`config.mk`:
```
export PLATFORM = sky130hd
export DESIGN_NAME = packet_receive_classifier_top
export DESIGN_NICKNAME = d
export VERILOG_FILES = /design/src/rtl/prc_pkg.sv /design/src/rtl/prc_front.sv /design/src/rtl/prc_fifo.sv /design/src/rtl/prc_back.sv /design/src/rtl/packet_receive_classifier_top.sv
export SDC_FILE = /design/constraint.sdc
export NUM_CORES = 1
export LEC_CHECK = 0
export BUFFER_PORTS_ARGS = -buffer_cell sky130_fd_sc_hd__buf_2
export CORE_MARGIN = 10
export CORE_UTILIZATION = 40
export DETAILED_ROUTE_END_ITERATION = 10
export GPL_TIMING_DRIVEN = 0
export PLACE_DENSITY = 0.54
export SYNTH_ARGS = -nofsm -noshare
export SYNTH_HDL_FRONTEND = slang
export SYNTH_SLANG_ARGS = --single-unit
export TNS_END_PERCENT = 5
```
`constraint.sdc`:
```
create_clock -name clock -period 6.1 [get_ports clock]
set_input_delay 1.525 -clock clock [delete_from_list [all_inputs] [get_ports clock]]
set_output_delay 1.525 -clock clock [all_outputs]
set_load 0.01 [all_outputs]
```
`src/rtl/prc_pkg.sv`:
```
`default_nettype none

package prc_pkg;

   localparam logic [7:0]  MAX_PACKET     = 8'd128;
   localparam logic [7:0]  MIN_PACKET     = 8'd6;
   localparam logic [15:0] CRC_POLY       = 16'h1021;
   localparam logic [7:0]  OWN_ADDR_RESET = 8'd78;

   localparam logic [7:0] CTRL_HELLO     = 8'h48;
   localparam logic [7:0] CTRL_NEIGHBOUR = 8'h4E;
   localparam logic [7:0] CTRL_MESSAGE   = 8'h4D;
   localparam logic [7:0] CTRL_SINGLE    = 8'h53;

   localparam int FIFO_DEPTH = 2;
   localparam int FIFO_PTR_W = $clog2(FIFO_DEPTH);

   typedef enum logic [2:0] {
      KIND_CORRUPT   = 3'd0,
      KIND_HELLO     = 3'd1,
      KIND_NEIGHBOUR = 3'd2,
      KIND_FOR_ME    = 3'd3,
      KIND_FORWARD   = 3'd4,
      KIND_DROP      = 3'd5
   } packet_kind_type;

   // everything the back end needs to classify one finished packet
   typedef struct packed {
      logic [15:0] crc;
      logic [7:0]  tail_hi;
      logic [7:0]  tail_lo;
      logic [7:0]  count;
      logic        too_long;
      logic [7:0]  ctrl0;
      logic [7:0]  ctrl1;
      logic [7:0]  dest;
   } summary_type;

   function automatic logic [15:0] crc_feed(input logic [15:0] crc, input logic [7:0] b);
      logic [15:0] c;
      c = crc ^ {b, 8'h00};
      for (int k = 0; k < 8; k++) begin
         if (c[15]) begin
            c = {c[14:0], 1'b0} ^ CRC_POLY;
         end else begin
            c = {c[14:0], 1'b0};
         end
      end
      return c;
   endfunction

endpackage

`default_nettype wire

```
`src/rtl/prc_front.sv`:
```
`default_nettype none

module prc_front
   import prc_pkg::*;
(
   input  wire logic        clock,
   input  wire logic        reset,
   input  wire logic        accept,
   input  wire logic [7:0]  data_byte,
   input  wire logic        last_byte,
   output      logic        sum_push,
   output      summary_type sum_data
);

   logic [15:0] crc_ff, crc_in;
   logic [7:0]  dly0_ff, dly0_in;
   logic [7:0]  dly1_ff, dly1_in;
   logic [7:0]  count_ff, count_in;
   logic [7:0]  ctrl0_ff, ctrl0_in;
   logic [7:0]  ctrl1_ff, ctrl1_in;
   logic [7:0]  dest_ff, dest_in;
   logic        too_long_ff, too_long_in;
   logic [15:0] crc_adj;

   always_comb begin
      // byte two places back leaves the delay line into the crc
      crc_in      = (count_ff >= 8'd2) ? crc_feed(crc_ff, dly1_ff) : crc_ff;
      dly1_in     = dly0_ff;
      dly0_in     = data_byte;
      ctrl0_in    = (count_ff == 8'd0) ? data_byte : ctrl0_ff;
      ctrl1_in    = (count_ff == 8'd1) ? data_byte : ctrl1_ff;
      dest_in     = (count_ff == 8'd3) ? data_byte : dest_ff;
      too_long_in = too_long_ff | (count_ff >= MAX_PACKET);
      count_in    = (count_ff >= MAX_PACKET) ? count_ff : count_ff + 8'd1;

      crc_adj = crc_in;
      if (crc_adj[15:8] == 8'h00) begin
         crc_adj[15:8] = 8'hFF;
      end
      if (crc_adj[7:0] == 8'h00) begin
         crc_adj[7:0] = 8'hFF;
      end
   end

   assign sum_push = accept & last_byte;

   always_comb begin
      sum_data.crc      = crc_adj;
      sum_data.tail_hi  = dly0_ff;
      sum_data.tail_lo  = data_byte;
      sum_data.count    = count_in;
      sum_data.too_long = too_long_in;
      sum_data.ctrl0    = ctrl0_in;
      sum_data.ctrl1    = ctrl1_in;
      sum_data.dest     = dest_in;
   end

   always_ff @(posedge clock) begin
      if (reset || sum_push) begin
         crc_ff      <= '0;
         dly0_ff     <= '0;
         dly1_ff     <= '0;
         count_ff    <= '0;
         ctrl0_ff    <= '0;
         ctrl1_ff    <= '0;
         dest_ff     <= '0;
         too_long_ff <= 1'b0;
      end else if (accept) begin
         crc_ff      <= crc_in;
         dly0_ff     <= dly0_in;
         dly1_ff     <= dly1_in;
         count_ff    <= count_in;
         ctrl0_ff    <= ctrl0_in;
         ctrl1_ff    <= ctrl1_in;
         dest_ff     <= dest_in;
         too_long_ff <= too_long_in;
      end
   end

endmodule

`default_nettype wire

```
`src/rtl/prc_fifo.sv`:
```
`default_nettype none

module prc_fifo
   import prc_pkg::*;
(
   input  wire logic        clock,
   input  wire logic        reset,
   input  wire logic        push,
   input  wire summary_type push_data,
   output      logic        full,
   input  wire logic        pop,
   output      summary_type pop_data,
   output      logic        empty
);

   summary_type             mem_ff [FIFO_DEPTH];
   logic [FIFO_PTR_W-1:0]   wr_ptr_ff, wr_ptr_in;
   logic [FIFO_PTR_W-1:0]   rd_ptr_ff, rd_ptr_in;
   logic [FIFO_PTR_W:0]     count_ff, count_in;
   logic                    do_push, do_pop;

   assign full     = (count_ff == (FIFO_PTR_W+1)'(FIFO_DEPTH));
   assign empty    = (count_ff == '0);
   assign do_push  = push & ~full;
   assign do_pop   = pop & ~empty;
   assign pop_data = mem_ff[rd_ptr_ff];

   always_comb begin
      wr_ptr_in = do_push ? wr_ptr_ff + 1'b1 : wr_ptr_ff;
      rd_ptr_in = do_pop  ? rd_ptr_ff + 1'b1 : rd_ptr_ff;
      count_in  = count_ff;
      if (do_push && !do_pop) begin
         count_in = count_ff + 1'b1;
      end else if (do_pop && !do_push) begin
         count_in = count_ff - 1'b1;
      end
   end

   always_ff @(posedge clock) begin
      if (reset) begin
         wr_ptr_ff <= '0;
         rd_ptr_ff <= '0;
         count_ff  <= '0;
      end else begin
         wr_ptr_ff <= wr_ptr_in;
         rd_ptr_ff <= rd_ptr_in;
         count_ff  <= count_in;
      end
   end

   always_ff @(posedge clock) begin
      if (do_push) begin
         mem_ff[wr_ptr_ff] <= push_data;
      end
   end

endmodule

`default_nettype wire

```
`src/rtl/prc_back.sv`:
```
`default_nettype none

module prc_back
   import prc_pkg::*;
(
   input  wire logic        clock,
   input  wire logic        reset,
   input  wire logic [7:0]  own_address,
   input  wire summary_type sum_data,
   input  wire logic        sum_empty,
   output      logic        sum_pop,
   output      logic        rsp_empty,
   input  wire logic        rsp_pop,
   output      logic [2:0]  rsp_packet_kind,
   output      logic [15:0] rsp_computed_crc,
   output      logic [7:0]  rsp_byte_count
);

   logic            valid_ff;
   packet_kind_type kind_ff, kind_in;
   logic [15:0]     crc_ff;
   logic [7:0]      count_ff;
   logic            crc_good;

   assign crc_good = (sum_data.tail_hi == sum_data.crc[15:8]) &&
                     (sum_data.tail_lo == sum_data.crc[7:0]);

   always_comb begin
      priority if (sum_data.too_long || sum_data.count < MIN_PACKET || !crc_good) begin
         kind_in = KIND_CORRUPT;
      end else if (sum_data.ctrl0 == CTRL_HELLO) begin
         kind_in = KIND_HELLO;
      end else if (sum_data.ctrl0 == CTRL_NEIGHBOUR) begin
         kind_in = KIND_NEIGHBOUR;
      end else if (sum_data.ctrl0 == CTRL_MESSAGE) begin
         priority if (sum_data.dest == own_address) begin
            kind_in = KIND_FOR_ME;
         end else if (sum_data.ctrl1 != CTRL_SINGLE) begin
            kind_in = KIND_FORWARD;
         end else begin
            kind_in = KIND_DROP;
         end
      end else begin
         // unknown control byte passes as hello
         kind_in = KIND_HELLO;
      end
   end

   // refill the output register when it is free or being taken
   assign sum_pop = ~sum_empty & (~valid_ff | rsp_pop);

   always_ff @(posedge clock) begin
      if (reset) begin
         valid_ff <= 1'b0;
      end else if (sum_pop) begin
         valid_ff <= 1'b1;
      end else if (rsp_pop) begin
         valid_ff <= 1'b0;
      end
   end

   always_ff @(posedge clock) begin
      if (sum_pop) begin
         kind_ff  <= kind_in;
         crc_ff   <= sum_data.crc;
         count_ff <= sum_data.count;
      end
   end

   assign rsp_empty        = ~valid_ff;
   assign rsp_packet_kind  = kind_ff;
   assign rsp_computed_crc = crc_ff;
   assign rsp_byte_count   = count_ff;

endmodule

`default_nettype wire

```
`src/rtl/packet_receive_classifier_top.sv`:
```
`default_nettype none

// Packet receive checker and classifier. Bytes of a packet are pushed one per
// cycle while req_full is low, with req_last_byte marking the final one; the
// front end runs a byte-parallel CRC-16 XModem over all but the two trailing
// bytes, so it takes one byte every cycle unless req_full holds it. At the
// last byte a packet summary goes into a two-entry queue, and the back end
// compares the adjusted CRC with the trailing bytes, classifies the packet and
// holds the result word in an output register, refilled from the queue when
// free or being read. req_full rises only when the queue holds two unread
// summaries. csr_wr_data sets this node's address; the user must write it only
// while no packet is in flight, as the block itself does not enforce this.
module packet_receive_classifier_top
   import prc_pkg::*;
(
   input  wire logic        clock,
   input  wire logic        reset,
   input  wire logic        req_push,
   output      logic        req_full,
   input  wire logic [7:0]  req_data_byte,
   input  wire logic        req_last_byte,
   output      logic        rsp_empty,
   input  wire logic        rsp_pop,
   output      logic [2:0]  rsp_packet_kind,
   output      logic [15:0] rsp_computed_crc,
   output      logic [7:0]  rsp_byte_count,
   input  wire logic        csr_wr_en,
   input  wire logic [7:0]  csr_wr_data
);

   logic [7:0]  own_addr_ff;
   logic        req_accept;
   logic        sum_push, sum_pop, sum_empty;
   summary_type sum_in_data, sum_out_data;

   always_ff @(posedge clock) begin
      if (reset) begin
         own_addr_ff <= OWN_ADDR_RESET;
      end else if (csr_wr_en) begin
         own_addr_ff <= csr_wr_data;
      end
   end

   assign req_accept = req_push & ~req_full;

   prc_front u_front (
      .clock     (clock),
      .reset     (reset),
      .accept    (req_accept),
      .data_byte (req_data_byte),
      .last_byte (req_last_byte),
      .sum_push  (sum_push),
      .sum_data  (sum_in_data)
   );

   prc_fifo u_fifo (
      .clock     (clock),
      .reset     (reset),
      .push      (sum_push),
      .push_data (sum_in_data),
      .full      (req_full),
      .pop       (sum_pop),
      .pop_data  (sum_out_data),
      .empty     (sum_empty)
   );

   prc_back u_back (
      .clock            (clock),
      .reset            (reset),
      .own_address      (own_addr_ff),
      .sum_data         (sum_out_data),
      .sum_empty        (sum_empty),
      .sum_pop          (sum_pop),
      .rsp_empty        (rsp_empty),
      .rsp_pop          (rsp_pop),
      .rsp_packet_kind  (rsp_packet_kind),
      .rsp_computed_crc (rsp_computed_crc),
      .rsp_byte_count   (rsp_byte_count)
   );

   // only valid kinds and counts reach the result port
   a_rsp_range: assert property (@(posedge clock) disable iff (reset)
      !rsp_empty |-> (rsp_packet_kind <= KIND_DROP) && (rsp_byte_count <= MAX_PACKET)
                     && (rsp_byte_count != 8'd0))
      else $error("result word out of range");

   // a packet accepted as good is never short and never longer than MAX_PACKET
   a_good_len: assert property (@(posedge clock) disable iff (reset)
      (!rsp_empty && rsp_packet_kind != KIND_CORRUPT) |->
         (rsp_byte_count >= MIN_PACKET) && (rsp_byte_count < MAX_PACKET + 8'd1))
      else $error("good packet with bad length");

   // adjusted crc never has a zero byte
   a_crc_adj: assert property (@(posedge clock) disable iff (reset)
      !rsp_empty |-> (rsp_computed_crc[15:8] != 8'h00) && (rsp_computed_crc[7:0] != 8'h00))
      else $error("crc zero-byte substitution missed");

endmodule

`default_nettype wire

```
**Word-level counts from Yosys, hierarchy flattened**

Memories as Yosys holds them, arrays and structs flattened. A register that Yosys moved wholly into a read port is not among the register bits.
Cells that the tools add are included.

- Memories: 1
- Bits in writable memories: 130
- Bits of input ports: 22
- Bits in registers: 105
- Output and inout bits: 29
- Word-level logic and storage cells: 102

Memory list:

| name | depth | width | rd ports | clocked after memory_dff | write ports | RTL line | source |
|---|---|---|---|---|---|---|---|
| u_fifo.mem_ff | 2 | 65 | 1 | 1 | 1 | prc_fifo.sv:16 | `summary_type mem_ff [FIFO_DEPTH];` |

- $add $sub $neg: 5
- Magnitude comparators: 3
- Bitwise operators: 20
- Reduce and logical (&&, ||, !) cells: 17
- Multiplexer cells: 28
- Equality and inequality tests: 10

Operator list:

| operator | count |
|---|---|
| 13-bit two-way mux | 8 |
| 8-bit two-way mux | 6 |
| 8-bit by 7-bit equality test with 1-bit output (second input constant) | 3 |
| 8-bit equality test | 3 |
| 8-bit logical NOT | 3 |
| 3-bit NOT | 8 |
| 16-bit two-way mux | 1 |
| 16-bit bitwise XOR | 1 |
| 2-bit two-way mux | 5 |
| 8-bit by 1-bit adder with 8-bit output (second input constant) | 1 |
| 8-bit by 1-bit equality test with 1-bit output (second input constant) | 1 |
| 8-bit by 2-bit equality test with 1-bit output (second input constant) | 1 |
| 8-bit by 2-bit >= comparator with 1-bit output (second input constant) | 1 |
| 8-bit >= comparator (second input constant) | 1 |
| 8-bit by 3-bit < comparator with 1-bit output (second input constant) | 1 |
| 1-bit two-way mux | 8 |
| 8-bit by 7-bit != test with 1-bit output (second input constant) | 1 |
| 1-bit bitwise AND | 5 |
| 5-bit OR reduction | 1 |
| 1-bit NOT | 4 |
| 2-bit nonzero test | 2 |
| 1-bit logical AND | 3 |
| 1-bit logical NOT | 3 |
| 1-bit logical OR | 3 |
| 7 further kinds | 9 |

**Longest topological paths before layout**

Gate-level depths: netlist (run 1).

- Depth in word-level cells: 20
- Mapped depth: 9
- Depth with buffers taken out: 8

**Modules after synthesis**

A second synthesis (run 1) with hierarchy kept.

- Cells, all modules: 721
- Area, all modules: 10077.2 um^2

Modules (own cells, without submodules):

| module | area an instance (um^2) | sequential area each (um^2) | instances | cells each |
|---|---|---|---|---|
| prc_fifo | 4901.0 | 4003.8 | 1 | 227 |
| prc_front | 3641.0 | 1301.2 | 1 | 385 |
| prc_back | 1231.2 | 830.8 | 1 | 82 |
| packet_receive_classifier_top | 304.0 | 160.2 | 1 | 27 |

**Worst setup path before layout (run 1)**

No wires, ideal clock.

- Path kind: input port to flip-flop
- From: input req_push
- To: memory u_fifo.mem_ff[0][0] (netlist bit), enable pin
- Required time: 5.612 ns
- Buffers on the path: 0
- Setup slack: 1.133 ns
- Stages: 3
- Data arrival time: 4.478 ns
- Library setup time: 0.488 ns
- Path through: and2_1 > nand2_1 > nor2_1

- Longest elaborated chain between the ends: 5

Ends and longest elaborated chain:

| element | RTL line | source |
|---|---|---|
| start, declared | packet_receive_classifier_top.sv:18 | `input wire logic req_push,` |
| 1-bit bitwise AND | packet_receive_classifier_top.sv:44 | `assign req_accept = req_push & ~req_full;` |
| 1-bit bitwise AND | prc_front.sv:45 | `assign sum_push = accept & last_byte;` |
| 1-bit bitwise AND | prc_fifo.sv:24 | `assign do_push = push & ~full;` |
| 1-bit two-way mux | prc_fifo.sv:52 | `if (do_push) begin` |
| 1-bit two-way mux (implied by the code) | prc_fifo.sv:53 | `mem_ff[wr_ptr_ff] <= push_data;` |
| end, declared | prc_fifo.sv:16 |  |

No other way between the ends.

**Worst setup path in the final report (run 1)**

- From: input req_push
- To: memory u_fifo.mem_ff[1][41] (netlist bit), enable pin

The elaborated chain is that of the path after synthesis.

==> metrics.txt, run 1 <==
Placed Instance Area 10440 sq um; count of endpoints failing hold in the final timing report 0; clk slew on worst S/H paths 60 ps; hold-fix buffer count after cts 0; path type of the worst min-delay path register to register; number of enable-type register cells in the synthesized netlist roughly 160; number of levels the H-tree was split into 1; IR Drop Worst-Case VDD about 0.20 mV; clock tree from TritonCTS yes; post-route clock period utilization ~56%; PostCTS Resize Cnt 0; Avg Vias per Cell 5.020; count of cell types in the netlist 60; most prevalent standard cell on the critical path clkbuf_1; top register by number of flip-flops u_fifo.mem_ff; data required time at the worst endpoint ~6300 ps; DRT Wirelength ~22 mm; global-route congestion overflow total 0; worst clock skew 5.423 ps; maximum number of pins on one net before global-route repair 35; placeable core region between 20000 and 25000 sq um; die footprint approximately 31000 sq um; Critical Path Sink Type register; wire length of the first global-routing pass between 30 and 40 mm; number of global-route vias before repair roughly 6.1k; maximum cell stage delay along the critical path 590 ps; Critical Path Start req_push; post-detailed-route wirelength per cell 18.49 um; floorplan die width 175.9 um; worst setup path category input port to register; routed vias between 5k and 6k; critical register-to-register path startpoint u_fifo.count_ff[0]; max capacitance violation total 0; dominant synthesized flop cell edfxtp_1; post-synthesis sequential area ratio 64.78%; Max Clock Freq slightly below 300 MHz; Seq cells post-synth 236; post-synthesis cell count between 700 and 800; Post-Synthesis Cell Area slightly below 10000 sq um; number of antenna violations at the first check in global routing 0; total count of max-transition violations in the final report 0; average instance area after synthesis around 13 sq um; net count after synthesis ~780; clock buffers created by TritonCTS 26; die height about 180 um; area growth from synthesis to final layout 17.01%; remaining antenna violation count after routing 0; setup violators final 0; Worst Path Max Fanout 34; post-DP HPWL roughly 16 mm; placer's final routability congestion estimate around 0.87; max FFs per register 130; critical path arrival between 3000 and 4000 ps; effective utilization at floorplan 41.04%; fill count roughly 2.2k; TritonCTS Sinks ~240; share of cells above drive strength 1 a little over a fifth; count of port buffers added during placement 50; Worst-Margin Slew around 770 ps; relative slew slack between 40% and 50%; share of flip-flops with an asynchronous set or reset after synthesis 0%; 1st-pass router iterations 4; Top Ports 51; deepest clock path buffer count 3; number of warnings printed during yosys synthesis 0; critical path cell sequence buf_2 > and2_1 > clkbuf_1 > clkbuf_1 > and3_4 > buf_12; cell chosen for the clock root clkbuf_16; post-route cell area 11370 sq um; count of buffers added by post-CTS timing repair for setup 0; total track usage between 10 and 15%; Total Nets Final a little under 900; final critical delay including setup and external delays between 3000 and 4000 ps; number of DRC markers after the initial detailed-route iteration 363; critical path launch point type input port; run status completed; startpoint of the most critical hold path u_front.ctrl0_ff[4]; post-route DRC violation count 0; slowest library cell on the worst path and3_4; Final Hold Slack about 450 ps; RSZ-0062 raised after global routing no; number of placement rows 56; reported leakage power 3.956 nW; latest clock arrival within the worst-skew pair about 520 ps; power density over the cells about 420 nW/um^2
area by class of cell:
cell class,count,area (sq um),share of cell area [%]
Timing Repair Buffer,54,330.3,2.905
Antenna cell,1,2.502,0.02200
Buffer,31,140.1,1.232
Tap cell,319,399.1,3.510
Clock inverter,16,183.9,1.617
Clock buffer,32,724.4,6.370
Multi-Input combinational cell,476,3243,28.52
Sequential cell,236,6296,55.36
Inverter,14,52.55,0.4621
layer usage:
layer  routed length [um]  vias to the layer above  track usage, %
met5                    0                        -               0
met4                  313                        0           3.038
met3                 1178                       26           2.273
met2                10760                       99           24.09
met1                 9544                     2920           17.95
li1                     -                     2874               -
kinds of logic (layout without fill, tap and decap cells):
| family | count (synthesis) | after routing | synth area share [%] |
|---|---|---|---|
| and+or+nand+nor | 234 | 234 | 11.53 |
| muxes | 64 | 64 | 7.389 |
| xor gates and xnor gates | 73 | 73 | 7.351 |
| adders and majority gates | 5 | 5 | 0.6437 |
| DFF | 236 | 236 | 64.78 |
| buffers and inverters | 45 | 147 | 1.982 |
| other | 0 | 1 | 0 |
| AOI/OAI and AO/OA | 100 | 100 | 6.321 |
worst max-delay path, delay by kind of cell:
kind                   cells  cell delay, ps
buffers and inverters      4            1300
and+or+nand+nor            2             720
cell usage after synthesis, types with 9 or more instances:
cell type  count  area [sq um]
xor2_1        37         324.1
nor2_1        47         176.4
o21ai_0       10         50.05
inv_1         14         52.55
a21oi_1       54         270.3
buf_1          9         33.78
dfxtp_1       79          1582
clkbuf_1      15         56.30
edfxtp_1     157          4715
nand2_1      121         454.2
mux2i_1       13         130.1
mux2_2        49         551.8
xnor2_1       26         227.7
a211oi_1       9         67.56
cells in the final DEF (no fill, tap or decap), types with 10 or more instances in the layout:
cell       Yosys  final
a21oi_1       54     54
buf_2          5     55
clkbuf_1      15     17
clkbuf_16      0     27
dfxtp_1       79     79
edfxtp_1     157    157
inv_1         14     13
mux2_2        49     49
mux2i_1       13     13
nand2_1      121    121
nor2_1        47     46
o21ai_0       10     10
xnor2_1       26     26
xor2_1        37     37
through the flow:
stage | setup slack [ps] | util (%) | std cells | setup TNS, ps | power [mW]
after floorplan | 1133 | - | 757 | 0 | 2.826
after global placement | -513.8 | 43.78 | 1126 | -33090 | 3.182
after detailed placement | 2121 | 44.09 | 1129 | 0 | 3.213
after CTS | 2665 | 47.92 | 1177 | 0 | 4.845
after global routing | 2508 | 48.01 | 1178 | 0 | 5.029
final | 2705 | 48.02 | 1179 | 0 | 4.790
report_power, final:
part	leakage [nW]	internal [mW]	switching, mW	total, mW
sequential	2.10	2.04	0.0997	2.14
combinational	1.42	0.384	0.647	1.03
clock	0.433	1.01	0.610	1.62
final timing paths:
check,to,slack (ps),cells past startpoint
worst max register to register,u_fifo.mem_ff[1][41],3180,6
worst min register to register,u_front.ctrl0_ff[4],450,2
worst min-delay path,u_front.ctrl0_ff[4],450,2
worst max-delay path,u_fifo.mem_ff[1][41],2710,6
(Power assumes the default switching activity.)
==> inputs of run 2 (changes only) <==
- clock period: 6.1 -> 3.2 ns (I/O delays scaled with it)
==> run 2 against run 1 <==
  * Clock-buffer cell count increased by 7
  * Cell count about the same
  * Via count decreased by 0.83%
  * Critical path depth unchanged
  * Largest cell class unchanged
  * Critical endpoint is now u_fifo.mem_ff[1][34]
  * Power increased by 88%
==> metrics.txt, run 2 (synthesis gave the netlist of run 1 again) <==
run status completed (unchanged); PnR worst setup slack 394.0 ps (was 2705 ps); Total Nets Final 866 (unchanged); clk slew on worst S/H paths 60 ps (about the same); global-route congestion overflow total 0 (unchanged); antenna cells 0 (was 1); Worst-Margin Slew 701.4 ps (was 765.4 ps); post-route DRC violation count 0 (unchanged); worst clock skew 10.26 ps (was 5.423 ps); placeable core region 23680 sq um (unchanged); post-detailed-route wirelength per cell 18.25 um (was 18.49 um); count of endpoints failing hold in the final timing report 0 (unchanged); commonest non-fill, non-tap cell in the layout edfxtp_1 (unchanged); met3 WL post-DR 1.118 mm (was 1.178 mm); area growth from synthesis to final layout 16.75% (was 17.01%); highest routed layer met4 (unchanged); Worst Path Max Fanout 35 (was 34); effective utilization at floorplan 41.04% (unchanged); deepest clock path buffer count 3 (unchanged); post-route clock period utilization between 80% and 90%; setup violators final 0 (unchanged); end of the worst hold path u_front.ctrl1_ff[2] (was u_front.ctrl0_ff[4]); max FFs per register 130 (unchanged); post-DP HPWL 15.17 mm (was 15.53 mm); Avg Vias per Cell 4.983 (was 5.020); number of antenna violations at the first check in global routing 0 (unchanged); Critical Path Sink Type register (unchanged); power density over the cells 795.1 nW/um^2 (was 421.2 nW/um^2); number of cells on the worst hold path 2 (unchanged); data required time at the worst endpoint 3410 ps (was 6300 ps); RSZ-0062 raised after global routing no (unchanged); count of buffers added by post-CTS timing repair for setup 0 (unchanged); worst reg2reg path endpoint u_fifo.mem_ff[1][34] (was u_fifo.mem_ff[1][41]); remaining antenna violation count after routing 0 (unchanged); post-route cell area 11350 sq um (was 11370 sq um); critical register-to-register path startpoint u_fifo.count_ff[0] (unchanged); number of global-route vias before repair 6068 (was 6054); Top delay family on crit path buffers and inverters (unchanged); latest clock arrival within the worst-skew pair 520 ps (about the same); fill count 2156 (was 2162); PostCTS Resize Cnt 0 (unchanged); top register by number of flip-flops u_fifo.mem_ff (unchanged); routed vias 5870 (was 5919); final critical delay including setup and external delays 2806 ps; slowest library cell on the worst path and3_4 (unchanged); maximum number of pins on one net before global-route repair 36 (was 35); hold-fix buffer count after cts 0 (unchanged); path type of the worst min-delay path register to register (unchanged); Top Ports 51 (unchanged); maximum cell stage delay along the critical path 540 ps (was 590 ps); detailed route wirelength on metal2 10.39 mm (was 10.76 mm); critical path arrival 3010 ps (was 3600 ps); WP buf/inv 3 (was 4); startpoint of the most critical hold path u_front.ctrl1_ff[2] (was u_front.ctrl0_ff[4]); clock tree from TritonCTS yes (unchanged); cell chosen for the clock root clkbuf_16 (unchanged); reported leakage power 3.956 nW (about the same); IR Drop Worst-Case VDD 0.3101 mV (was 0.1969 mV); TritonCTS Sinks 236 (unchanged); max capacitance violation total 0 (unchanged); total track usage 13.80% (was 13.94%); Metal-1 WL 9.740 mm (was 9.544 mm); wire length of the first global-routing pass 33.96 mm (unchanged); number of DRC markers after the initial detailed-route iteration 359 (was 363); number of levels the H-tree was split into 1 (unchanged); critical path launch point type register (was input port); die height 175.9 um (unchanged); worst setup path category register to register (was input port to register); critical path cell sequence nand2b_1 > and2_1 > clkbuf_1 > clkbuf_2 > and3_4 > buf_12 (was buf_2 > and2_1 > clkbuf_1 > clkbuf_1 > and3_4 > buf_12); die footprint 30930 sq um (unchanged); placer's final routability congestion estimate 0.8832 (was 0.8713); count of port buffers added during placement 50 (unchanged); share of cells above drive strength 1 21.30% (unchanged); most frequent cells in the layout edfxtp_1, nand2_1, dfxtp_1 (unchanged); number of placement rows 56 (unchanged); Placed Instance Area 10440 sq um (unchanged); total count of max-transition violations in the final report 0 (unchanged); Max Clock Freq around 360 MHz; setup slack on the worst flop-to-flop path 390 ps (was 3180 ps); relative slew slack 53.24% (was 48.97%); clock buffers created by TritonCTS 26 (unchanged); 1st-pass router iterations 4 (unchanged); pre-CTS setup slack -120.4 ps (was 2121 ps); cells on worst reg2reg path 6 (unchanged); floorplan die width 175.9 um (unchanged); DRT Wirelength 21.50 mm (was 21.80 mm)
## run 2: cell types whose count changed in the layout (fill, tap and decap cells not counted)
cell | before | now
clkbuf_8 | 4 | 6
clkbuf_1 | 17 | 19
clkinvlp_4 | 4 | 2
clkbuf_16 | 27 | 29
diode_2 | 1 | 0
bufinv_16 | 4 | 1
clkinv_1 | 6 | 4
clkbuf_2 | 0 | 1
## run 2: layout make-up
class                           instances  area, sq um  share of cell area [%]
Buffer                                 31        141.4                   1.246
Clock buffer                           39        813.3                   7.167
Clock inverter                          9        71.32                  0.6285
Inverter                               14        52.55                  0.4631
Multi-Input combinational cell        476         3243                   28.58
Sequential cell                       236         6296                   55.49
Tap cell                              319        399.1                   3.517
Timing Repair Buffer                   54        330.3                   2.911
## run 2: worst reg2reg max path, delay by kind of cell (launching register included)
| family | cells | cell delay, ps |
|---|---|---|
| simple gates | 3 | 880 |
| flops | 1 | 410 |
| buf+inv | 3 | 1160 |
## run 2: layer usage
layer | vias to the layer above | global-route usage [%]
met5 | - | 0
met4 | 0 | 3.356
met3 | 24 | 2.659
met2 | 113 | 23.26
met1 | 2868 | 17.86
li1 | 2865 | -
## run 2: worst max-delay path by stage
stage,slack (ps),end,cells after the start,start
2_1_floorplan,-320,u_fifo.mem_ff[1][0],4,req_push
3_3_place_gp,-1840,u_fifo.mem_ff[1][46],5,req_push
3_5_place_dp,-120,u_fifo.mem_ff[1][36],6,req_push
4_1_cts,160,u_fifo.mem_ff[1][39],6,u_fifo.count_ff[0]
5_1_grt,210,u_fifo.mem_ff[1][39],6,u_fifo.count_ff[0]
6_report,390,u_fifo.mem_ff[1][34],6,u_fifo.count_ff[0]
## run 2: power breakdown
part	total (mW)	switching, mW	internal (mW)
clock network	2.98	1.15	1.83
logic	1.96	1.23	0.732
registers	4.08	0.187	3.89
total	9.02	2.57	6.45
## run 2: through the flow
step / cells / setup TNS (ps) / power (mW) / util, % / hold WS, ps
floorplan: 757 / -21050 / 5.384 / - / 428.5
global placement: 1126 / -184880 / 6.049 / 43.79 / 437.6
detailed placement: 1129 / -4043 / 6.112 / 44.09 / 445.7
CTS: 1177 / 0 / 9.125 / 47.82 / 453.7
global route: 1178 / 0 / 9.481 / 47.91 / 474.1
finish: 1178 / 0 / 9.022 / 47.91 / 452.3
==> inputs of run 3 (changes only) <==
- PLACE_DENSITY: 0.54 -> not set
- PLACE_DENSITY_LB_ADDON: not set -> 0.3
==> run 3 against run 2 <==
  * Critical path depth did not move
  * Clock power is 11% lower
  * Maximum frequency down 5.4%
==> metrics.txt, run 3 (synthesis gave the netlist of run 1 again) <==
Max Clock Freq 337.0 MHz (was 356.4 MHz); placer's final routability congestion estimate 0.8576 (was 0.8832); fraction of power spent switching nets 29.75% (was 28.49%); number of antenna violations at the first check in global routing 0 (unchanged); share of cells above drive strength 1 21.05% (was 21.30%); cells on worst reg2reg path 6 (unchanged); top register by number of flip-flops u_fifo.mem_ff (unchanged); latest clock arrival within the worst-skew pair 520 ps (about the same); relative contribution of combinational cells to total power 23.0% (was 21.7%); number of global-route vias before repair 5960 (was 6068); cell count after placement 1129 (unchanged); most frequent cells in the layout edfxtp_1, nand2_1, dfxtp_1 (unchanged); placeable core region 23680 sq um (unchanged); total count of max-transition violations in the final report 0 (unchanged); final critical delay including setup and external delays 2967 ps (was 2806 ps); maximum number of pins on one net before global-route repair 49 (was 36); clock buffers created by TritonCTS 24 (was 26); cell chosen for the clock root clkbuf_16 (unchanged); remaining antenna violation count after routing 0 (unchanged); commonest non-fill, non-tap cell in the layout edfxtp_1 (unchanged); hold-fix buffer count after cts 0 (unchanged); max capacitance violation total 0 (unchanged); number of cells on the worst hold path 2 (unchanged); Placed Instance Area 10450 sq um (was 10440 sq um); effective utilization at floorplan 41.04% (unchanged); fraction of power consumed by sequential logic 46.6% (was 45.2%); setup violators final 0 (unchanged); PostCTS Resize Cnt 0 (unchanged); RSZ-0062 raised after global routing no (unchanged); data required time at the worst endpoint 3380 ps (was 3410 ps); PnR worst setup slack 232.9 ps (was 394.0 ps); pre-CTS setup slack -105.5 ps (was -120.4 ps); number of DRC markers after the initial detailed-route iteration 441 (was 359); worst setup path category register to register (unchanged); 1st-pass router iterations 5 (was 4); power density over the cells 779.5 nW/um^2 (was 795.1 nW/um^2); number of levels the H-tree was split into 1 (unchanged); Int Power 6.149 mW (was 6.452 mW); DRT Wirelength 21.47 mm (was 21.50 mm); critical path arrival 3150 ps (was 3010 ps); max FFs per register 130 (unchanged); deepest clock path buffer count 3 (unchanged); count of port buffers added during placement 50 (unchanged); fill count 2144 (was 2156); Worst Path Max Fanout 48 (was 35); antenna cells 0 (unchanged); global-route congestion overflow total 0 (unchanged); relative slew slack 46.84% (was 53.24%); area growth from synthesis to final layout 15.54% (was 16.75%); worst clock skew 22.97 ps (was 10.26 ps); IR Drop Worst-Case VDD 0.3442 mV (was 0.3101 mV); reported leakage power 3.903 nW (was 3.956 nW); die height 175.9 um (unchanged); post-DP HPWL 15.05 mm (was 15.17 mm); run status completed (unchanged); wire length of the first global-routing pass 33.78 mm (was 33.96 mm); routed vias 5899 (was 5870); Worst-Margin Slew 787.1 ps (was 701.4 ps); count of endpoints failing hold in the final timing report 0 (unchanged); path type of the worst min-delay path register to register (unchanged); Avg Vias per Cell 5.025 (was 4.983); total track usage 13.79% (was 13.80%); Total Nets Final 864 (was 866); Multi-input gate area 3243 sq um (unchanged); area taken by flip-flops and latches 6296 sq um (unchanged); post-detailed-route wirelength per cell 18.29 um (was 18.25 um); total design power 8.753 mW (was 9.022 mW); switching power of the nets 2.604 mW (was 2.570 mW); setup slack on the worst flop-to-flop path 230 ps (was 390 ps); final cell count without fillers 1174 (was 1178); post-route clock period utilization 92.72% (was 87.69%); critical path launch point type register (unchanged); post-route cell area 11230 sq um (was 11350 sq um); Top Ports 51 (unchanged); count of buffers added by post-CTS timing repair for setup 0 (unchanged); post-route DRC violation count 0 (unchanged); TritonCTS Sinks 236 (unchanged); clock network power share 30.4% (was 33.1%); clock tree from TritonCTS yes (unchanged); Critical Path Sink Type register (unchanged); number of placement rows 56 (unchanged); clk slew on worst S/H paths 60 ps (about the same); die footprint 30930 sq um (unchanged); floorplan die width 175.9 um (unchanged)
## run 3: power groups by stage
stage               sequential [mW]  clock (mW)  combinational [mW]
floorplan                      4.20           0                1.19
global placement               4.15           0                1.95
detailed placement             4.14           0                1.99
CTS                            4.09        2.71                2.00
global route                   4.12        2.85                2.20
finish                         4.08        2.66                2.01
## run 3: layer usage
| layer | track usage [%] | wire (um) | vias up | part of all wire, % |
|---|---|---|---|---|
| li1 | - | - | 2866 | - |
| met1 | 17.65 | 9556 | 2887 | 45 |
| met2 | 23.25 | 10500 | 113 | 49 |
| met3 | 2.166 | 879 | 33 | 4.1 |
| met4 | 4.698 | 537 | 0 | 2.5 |
| met5 | 0 | 0 | - | 0 |
## run 3: layout make-up
type | instances | area share [%]
multi-input combinational | 476 | 28.88
clock buffer | 31 | 5.760
sequential | 236 | 56.07
tap | 319 | 3.554
buffer | 31 | 1.248
clock inverter | 13 | 0.9471
inverter | 14 | 0.4680
timing repair buffer | 54 | 3.075
## run 3: path summary, 6_finish.rpt
kind	from	to
min	u_front.ctrl0_ff[0]	u_front.ctrl0_ff[0]
min reg2reg	u_front.ctrl0_ff[0]	u_front.ctrl0_ff[0]
max	u_fifo.count_ff[0]	u_fifo.mem_ff[1][61]
max reg2reg	u_fifo.count_ff[0]	u_fifo.mem_ff[1][61]
## run 3: critical path, cell delays in order (launching register included)
cell      delay (ps)
dfxtp_1          410
nand2b_1         190
and2_1           170
clkbuf_1         520
clkbuf_1         570
and3_4           490
buf_16           290
## run 3: metrics by stage
step,hold slack (ps),utilization (%),TNS [ps]
2_1_floorplan,428.5,-,-21050
3_3_place_gp,437.5,43.79,-196750
3_5_place_dp,443.0,44.12,-4821
4_1_cts,452.6,47.30,0
5_1_grt,469.6,47.42,0
6_report,454.0,47.42,0
